[config.mk]
export PLATFORM = sky130hd
export DESIGN_NAME = pulse_width_burst_capture
export DESIGN_NICKNAME = d
export VERILOG_FILES = /design/src/rtl/core/pwbc_pkg.sv /design/src/rtl/core/pwbc_ram.sv /design/src/rtl/core/pulse_width_burst_capture.sv
export VERILOG_INCLUDE_DIRS = /design/src /design/src/rtl/core
export SDC_FILE = /design/constraint.sdc
export NUM_CORES = 2
export LEC_CHECK = 0
export ABC_AREA = 1
export CORE_UTILIZATION = 25
export DETAILED_ROUTE_END_ITERATION = 10
export DONT_BUFFER_PORTS = 1
export PLACE_DENSITY_LB_ADDON = 0.05
export SLEW_MARGIN = 0
export SYNTH_ARGS = -nofsm -noshare
export SYNTH_HDL_FRONTEND = slang
export SYNTH_SLANG_ARGS = --single-unit
export TNS_END_PERCENT = 20
[constraint.sdc]
create_clock -name clk -period 7.5 [get_ports clk]
set_input_delay 0.75 -clock clk [delete_from_list [all_inputs] [get_ports clk]]
set_output_delay 0.75 -clock clk [all_outputs]
set_load 0.02 [all_outputs]
[src/rtl/core/pulse_width_burst_capture_macros.svh]
// assertion helpers shared by the capture rtl
// each check samples on clk and is off while arst_n is low
`ifndef PULSE_WIDTH_BURST_CAPTURE_MACROS_SVH
`define PULSE_WIDTH_BURST_CAPTURE_MACROS_SVH
`ifndef ASSERT_OFF
`define PWBC_ASSERT(label, prop, msg) \
	label: assert property (@(posedge clk) disable iff (!arst_n) prop) else $error(msg);
`define PWBC_NEVER(label, cond, msg) \
	label: assert property (@(posedge clk) disable iff (!arst_n) !(cond)) else $error(msg);
`else
`define PWBC_ASSERT(label, prop, msg)
`define PWBC_NEVER(label, cond, msg)
`endif
`endif

[src/rtl/core/pwbc_pkg.sv]
`default_nettype none
package pwbc_pkg;

	// item operation codes
	typedef enum logic {
		OP_EDGE = 1'b0,
		OP_POLL = 1'b1
	} op_t;

	// configuration register indexes
	localparam int CFG_IDX_W  = 3;
	localparam int CFG_DATA_W = 16;
	localparam logic [CFG_IDX_W-1:0] REG_ENABLE    = 3'd0;
	localparam logic [CFG_IDX_W-1:0] REG_MIN_DELTA = 3'd1;
	localparam logic [CFG_IDX_W-1:0] REG_MAX_DELTA = 3'd2;
	localparam logic [CFG_IDX_W-1:0] REG_MIN_COUNT = 3'd3;
	localparam logic [CFG_IDX_W-1:0] REG_MAX_COUNT = 3'd4;

	// field widths
	localparam int TIME_W  = 32;
	localparam int DELTA_W = 16;
	localparam int COUNT_W = 7;

	// saturation value of a stored gap
	localparam logic [DELTA_W-1:0] SAT_GAP = 16'hFFFF;

endpackage
`default_nettype wire

[src/rtl/core/pwbc_ram.sv]
`default_nettype none
module pwbc_ram #(
	parameter int WIDTH = 16,
	parameter int DEPTH = 64
) (
	input  wire logic                     clk,
	input  wire logic                     we,
	input  wire logic [$clog2(DEPTH)-1:0] waddr,
	input  wire logic [WIDTH-1:0]         wdata,
	input  wire logic                     re,
	input  wire logic [$clog2(DEPTH)-1:0] raddr,
	output logic      [WIDTH-1:0]         rdata
);

	logic [WIDTH-1:0] mem_q [DEPTH];

	// write port
	always_ff @(posedge clk) begin
		if (we) begin
			mem_q[waddr] <= wdata;
		end
	end

	// registered read, holds while re is low
	always_ff @(posedge clk) begin
		if (re) begin
			rdata <= mem_q[raddr];
		end
	end

endmodule
`default_nettype wire

[src/rtl/core/pulse_width_burst_capture.sv]
// Pulse width burst capture: edge and poll items carry a microsecond timestamp;
// gaps between edges are saturated to 16 bits and kept in a delta memory of
// MAX_DELTAS entries, and each closed burst long enough to keep is played out
// one delta per beat with last on its final delta. When an item is taken its
// elapsed time is formed by one 32-bit subtract; the compares and the memory
// write follow in the next cycle. While enable is low an item is taken and
// dropped. A burst of N deltas starts with a memory read in S_LOAD, then plays
// out N beats at one per cycle from the memory's single read port while
// out_ready is high; no new item is taken until the last beat leaves.
// Configuration writes are taken in every cycle. The delta memory needs no
// clearing after reset.
`default_nettype none
`include "pulse_width_burst_capture_macros.svh"
module pulse_width_burst_capture #(
	parameter int MAX_DELTAS = 64
) (
	input  wire logic                               clk,
	input  wire logic                               arst_n,
	// configuration
	input  wire logic                               cfg_valid,
	output logic                                    cfg_ready,
	input  wire logic [pwbc_pkg::CFG_IDX_W-1:0]     cfg_index,
	input  wire logic [pwbc_pkg::CFG_DATA_W-1:0]    cfg_data,
	// input items
	input  wire logic                               in_valid,
	output logic                                    in_ready,
	input  wire logic                               operation,
	input  wire logic [pwbc_pkg::TIME_W-1:0]        time_us,
	// result items
	output logic                                    out_valid,
	input  wire logic                               out_ready,
	output logic      [pwbc_pkg::DELTA_W-1:0]       delta_us,
	output logic                                    last
);

	import pwbc_pkg::*;

	localparam int ADDR_W = $clog2(MAX_DELTAS);
	localparam int CNT_W  = $clog2(MAX_DELTAS + 1);

	typedef enum logic [3:0] {
		S_IDLE = 4'b0001,
		S_EVAL = 4'b0010,
		S_LOAD = 4'b0100,
		S_EMIT = 4'b1000
	} state_t;

	state_t               state_q;
	logic                 enable_q;
	logic [DELTA_W-1:0]   min_delta_q;
	logic [DELTA_W-1:0]   max_delta_q;
	logic [COUNT_W-1:0]   min_count_q;
	logic [COUNT_W-1:0]   max_count_q;

	logic                 armed_q;
	logic [TIME_W-1:0]    last_edge_q;
	logic [CNT_W-1:0]     cnt_q;
	logic [CNT_W-1:0]     emit_len_q;
	logic [CNT_W-1:0]     rd_idx_q;
	logic                 last_q;

	op_t                  op_s1;
	logic [TIME_W-1:0]    time_s1;
	logic [TIME_W-1:0]    elapsed_s1;

	logic                 in_fire;
	logic                 is_edge;
	logic [DELTA_W-1:0]   gap;
	logic                 timeout_hit;
	logic                 push;
	logic [CNT_W-1:0]     new_cnt;
	logic                 close;
	logic                 keep;
	logic                 more;
	logic                 ram_we;
	logic                 ram_re;
	logic [ADDR_W-1:0]    ram_raddr;
	logic [DELTA_W-1:0]   ram_rdata;

	assign cfg_ready = 1'b1;
	assign in_ready  = (state_q == S_IDLE);
	assign in_fire   = in_valid && in_ready;
	assign out_valid = (state_q == S_EMIT);
	assign delta_us  = ram_rdata;
	assign last      = last_q;

	// configuration registers
	always_ff @(posedge clk or negedge arst_n) begin
		if (!arst_n) begin
			enable_q    <= 1'b0;
			min_delta_q <= '0;
			max_delta_q <= SAT_GAP;
			min_count_q <= COUNT_W'(1);
			max_count_q <= COUNT_W'(64);
		end else if (cfg_valid && cfg_ready) begin
			unique case (cfg_index)
				REG_ENABLE:    enable_q    <= cfg_data[0];
				REG_MIN_DELTA: min_delta_q <= cfg_data;
				REG_MAX_DELTA: max_delta_q <= cfg_data;
				REG_MIN_COUNT: min_count_q <= cfg_data[COUNT_W-1:0];
				REG_MAX_COUNT: max_count_q <= cfg_data[COUNT_W-1:0];
				default: ;
			endcase
		end
	end

	// first stage: capture item and time since the previous edge
	always_ff @(posedge clk) begin
		if (in_fire) begin
			op_s1      <= op_t'(operation);
			time_s1    <= time_us;
			elapsed_s1 <= time_us - last_edge_q;
		end
	end

	// evaluation of the captured item
	assign is_edge     = (op_s1 == OP_EDGE);
	assign gap         = (elapsed_s1 >= TIME_W'(SAT_GAP)) ? SAT_GAP : elapsed_s1[DELTA_W-1:0];
	assign timeout_hit = (elapsed_s1 >= {{(TIME_W-DELTA_W){1'b0}}, max_delta_q});
	assign push        = armed_q && (is_edge || ((cnt_q != '0) && timeout_hit));
	assign new_cnt     = cnt_q + CNT_W'(1);
	assign close       = !is_edge || (gap < min_delta_q) || (gap >= max_delta_q) ||
	                     (COUNT_W'(new_cnt) >= max_count_q) ||
	                     (new_cnt >= CNT_W'(MAX_DELTAS));
	assign keep        = (COUNT_W'(new_cnt) >= min_count_q);
	assign more        = (rd_idx_q != emit_len_q);

	// memory port control
	assign ram_we    = (state_q == S_EVAL) && push;
	assign ram_re    = (state_q == S_LOAD) || ((state_q == S_EMIT) && out_ready && more);
	assign ram_raddr = (state_q == S_LOAD) ? '0 : rd_idx_q[ADDR_W-1:0];

	// sequencer and burst state
	always_ff @(posedge clk or negedge arst_n) begin
		if (!arst_n) begin
			state_q     <= S_IDLE;
			armed_q     <= 1'b0;
			last_edge_q <= '0;
			cnt_q       <= '0;
			emit_len_q  <= '0;
			rd_idx_q    <= '0;
			last_q      <= 1'b0;
		end else begin
			unique case (state_q)
				S_IDLE: begin
					if (in_fire && enable_q) begin
						state_q <= S_EVAL;
					end
				end
				S_EVAL: begin
					state_q <= S_IDLE;
					if (is_edge && !armed_q) begin
						armed_q     <= 1'b1;
						last_edge_q <= time_s1;
						cnt_q       <= '0;
					end else if (push) begin
						last_edge_q <= time_s1;
						if (!is_edge) begin
							armed_q <= 1'b0;
						end
						if (close) begin
							cnt_q <= '0;
							if (keep) begin
								emit_len_q <= new_cnt;
								state_q    <= S_LOAD;
							end
						end else begin
							cnt_q <= new_cnt;
						end
					end
				end
				S_LOAD: begin
					rd_idx_q <= CNT_W'(1);
					last_q   <= (emit_len_q == CNT_W'(1));
					state_q  <= S_EMIT;
				end
				S_EMIT: begin
					if (out_ready) begin
						if (more) begin
							rd_idx_q <= rd_idx_q + CNT_W'(1);
							last_q   <= ((rd_idx_q + CNT_W'(1)) == emit_len_q);
						end else begin
							state_q <= S_IDLE;
						end
					end
				end
				default: state_q <= S_IDLE;
			endcase
		end
	end

	// delta store
	pwbc_ram #(
		.WIDTH(DELTA_W),
		.DEPTH(MAX_DELTAS)
	) u_delta_ram (
		.clk  (clk),
		.we   (ram_we),
		.waddr(cnt_q[ADDR_W-1:0]),
		.wdata(gap),
		.re   (ram_re),
		.raddr(ram_raddr),
		.rdata(ram_rdata)
	);

	// checks
	`PWBC_NEVER(a_no_overlap, in_ready && out_valid, "input taken during burst readout")
	`PWBC_ASSERT(a_last_at_end, (out_valid && last) |-> !more, "last beat with deltas left")
	`PWBC_ASSERT(a_eval_once, (state_q == S_EVAL) |=> (state_q != S_EVAL), "item evaluated twice")
	`PWBC_NEVER(a_cnt_bound, cnt_q >= CNT_W'(MAX_DELTAS), "open burst count at store depth")
	`PWBC_ASSERT(a_len_nonzero, out_valid |-> (emit_len_q != '0), "readout of an empty burst")

endmodule
`default_nettype wire

==> out/qor.yml <==
cts_buffer_depth: 3
skew_ns: 0.0309
status: "finished clean"
track_usage_pct: 16.7
min_path_type: "primary input to register"
p_seq_share_pct: 45.6
yosysSeqAreaShare_pct: 70.0
vias: 32400
grt_overflow: 0
placedCellCount: 6747
crit_path_end_kind: "register"
finalSetupViolCount: 0
final_layout_size_suffix_gt1_share_pct: 9.81
cts_tree: "done"
cap_violations: 0
die_x_um: 455
maxSlewViolCount: 0
synth_most_common_cell: "edfxtp_1"
io_buffers: 0
rows: 165
ant_nets: 0
crit_family: "simple AND/OR/NAND/NOR gates"
fin_nets: 4398
cts_root_buf: "clkbuf_16"
area_growth_syn_to_layout_pct: 16.0
ir_drop_uv: 197
wl_um: 172000
setup_ws_ns: 3.20
finalNonFillerCells: 7039
yosys_warnings: 0
fmax_mhz: 232
dpl_worst_slack_ns: 3.05
core_sq_um: 203000
post-route-period-util_pct: 57.4
start_util_pct: 25.2
post-dp-hpwl_um: 98500
via_per_inst: 4.61
sw_frac_of_total_pct: 27.2
synthTopCellsByCount: "1105 x edfxtp_1, 400 x inv_1, 377 x nand2_1, 321 x o21ai_0, 290 x a21oi_1"
critical_path_arrival_ns: 5.00
grt_pass1_wl_um: 248000
cts_made_buffers: 152
p_sw_mw: 4.64
synthArstFlopShare_pct: 8.75
ios: 77
cellLeakagePower_nw: 21.3
synth_nets: 4364
synth_ff_type: "edfxtp_1"
fin_tns_setup_ns: 0
synth_area_leaders: "edfxtp_1 65%, dfrtp_1 4.3%, o21ai_0 3.1%"
clock_sinks: 1211
place.gp.congestion: 0.725
drt_iter0_drc: 2119
grt_pass1_vias: 33100
synth-edff-count: 1105
ys_types: 47
crit_required_ns: 8.20
cp-start-kind: "register"
post-route-min-period_ns: 4.30
slowest_stage: "or2_4"
critPathKind: "register to register"
path_common_cell: "nand2_1"
cts-htree-levels: 4
worst-path-buf-inv: 1
fp.dieH_um: 455
p_int_mw: 12.4
synth_seq_cells: 1211
wire_per_inst_um: 24.5
power_density_nw_per_um2: 287
finalHoldViolations: 0
cts_setup_buffers: 0
antenna_found_initial: 8
insertion_delay_ns: 0.78
crit_path_max_incr_delay_ns: 0.78
drc: 0
clkPwrFrac_pct: 40.9
path_clk_slew_ns: 0.06
firstDrtPassIters: 5
slew_headroom_pct: 25.0
combPwrFrac_pct: 13.5
design.die.area_sq_um: 207000
syn_area_sq_um: 51200
rsz0062_at_grt: "no"
syn_inst: 4211
crit_path_max_fanout: 66
grt_max_degree: 134
synth_area_leader_cell: "edfxtp_1"
synth_top_area_share_pct: 64.8
tightest_slew_ns: 1.12
synth.avg_cell_area_sq_um: 12.2
[timing repair]
action / 4_1_cts / 5_1_grt
hold buffers: 16 / 0
endpoints found under the hold margin: 120 / 0
resized for setup: 0 / 0
[layout by cell type (no fill, tap or decap), types with 106 or more instances in the layout]
cell	count
inv_1	397
o22ai_1	246
edfxtp_1	1105
a211oi_1	115
buf_4	106
nand2_1	376
nor3_1	126
nor2_1	240
a21oi_1	290
o21ai_0	321
clkbuf_16	155
nand3_1	254
[kinds of logic after synthesis]
family          synth area share [%]
simple gates                    9.32
buf+inv                         5.16
flops                           70.0
xor+xnor                       0.718
compound gates                  12.3
fa+ha+maj                       2.36
mux                           0.0806
other cells                  0.00732
[per-layer routing]
metal	vias to the layer above	global-route usage, %	routed length, um
li1	15500	-	-
met1	16300	23.4	82200
met2	529	26.6	80100
met3	209	2.63	6220
met4	0	4.48	3940
met5	-	0	0
[worst register-to-register path, cell delays in order, from the launching register on]
cell,delay [ns]
edfxtp_1,0.40
nand2_1,0.07
nor2_1,0.15
nand2_1,0.09
nor2_1,0.10
nor2_1,0.06
inv_1,0.40
or2_4,0.79
ha_1,0.38
nand2_1,0.07
nand2_1,0.05
nand2_1,0.05
nand2_1,0.05
nand2_1,0.05
nand2_1,0.05
nand2_1,0.05
nand2_1,0.04
nand2_1,0.05
nand2_1,0.05
nand2_1,0.05
nand2_1,0.05
a21oi_1,0.26
nand2_1,0.38
nand2_1,0.39
nand2_1,0.10
nand2_1,0.07
[power groups by stage]
stage / combinational [mW] / clock (mW) / sequential [mW]
floorplan: 1.60 / 0 / 7.85
global route: 2.60 / 7.45 / 7.79
CTS: 2.37 / 7.21 / 7.76
global placement: 2.36 / 0 / 7.89
detailed placement: 2.34 / 0 / 7.90
finish: 2.30 / 6.96 / 7.76
[final timing paths]
check | to | depth (start not counted) | from | slack [ns]
setup / recovery | emit_len_q[4] | 25 | elapsed_s1[15] | 3.20
hold / removal | time_s1[27] | 0 | time_us[27] | 0.08
setup reg to reg | emit_len_q[4] | 25 | elapsed_s1[15] | 3.20
hold reg to reg | last_edge_q[8] | 2 | time_s1[8] | 0.44
max in group asynchronous | enable_q | 2 | arst_n | 6.27
min in group asynchronous | last_edge_q[27] | 2 | arst_n | 0.47
[state kept, by name, indices dropped and copies added, names as in the netlist]
name / count
u_delta_ram.mem_q: 1024
elapsed_s1: 32
last_edge_q: 32
time_s1: 32
max_delta_q: 16
min_delta_q: 16
u_delta_ram.rdata: 16
cnt_q: 7
emit_len_q: 7
max_count_q: 7
min_count_q: 7
rd_idx_q: 7
state_q: 4
armed_q: 1
enable_q: 1
last: 1
op_s1: 1
[layout make-up]
cell class              instances  area, sq um
multi-input cells            2345        12900
clock buffers                 206         4100
clock inverters                65          513
diodes                          5         12.5
well taps                    2672         3340
inverters                     404         1520
repair buffers                131         1150
fillers                     20700       144000
flip-flops and latches       1211        35900
[per-stage QoR]
stage,hold slack [ns],power [mW],utilization (%),cell area (sq um)
2_1_floorplan,0.425,9.45,-,51200
3_3_place_gp,0.433,10.3,26.9,54600
3_5_place_dp,0.437,10.2,26.9,54600
4_1_cts,0.000473,17.3,29.3,59400
5_1_grt,0.0200,17.8,29.3,59400
6_report,0.0794,17.0,29.3,59400
Note: power is estimated with default switching activity, not from simulation.
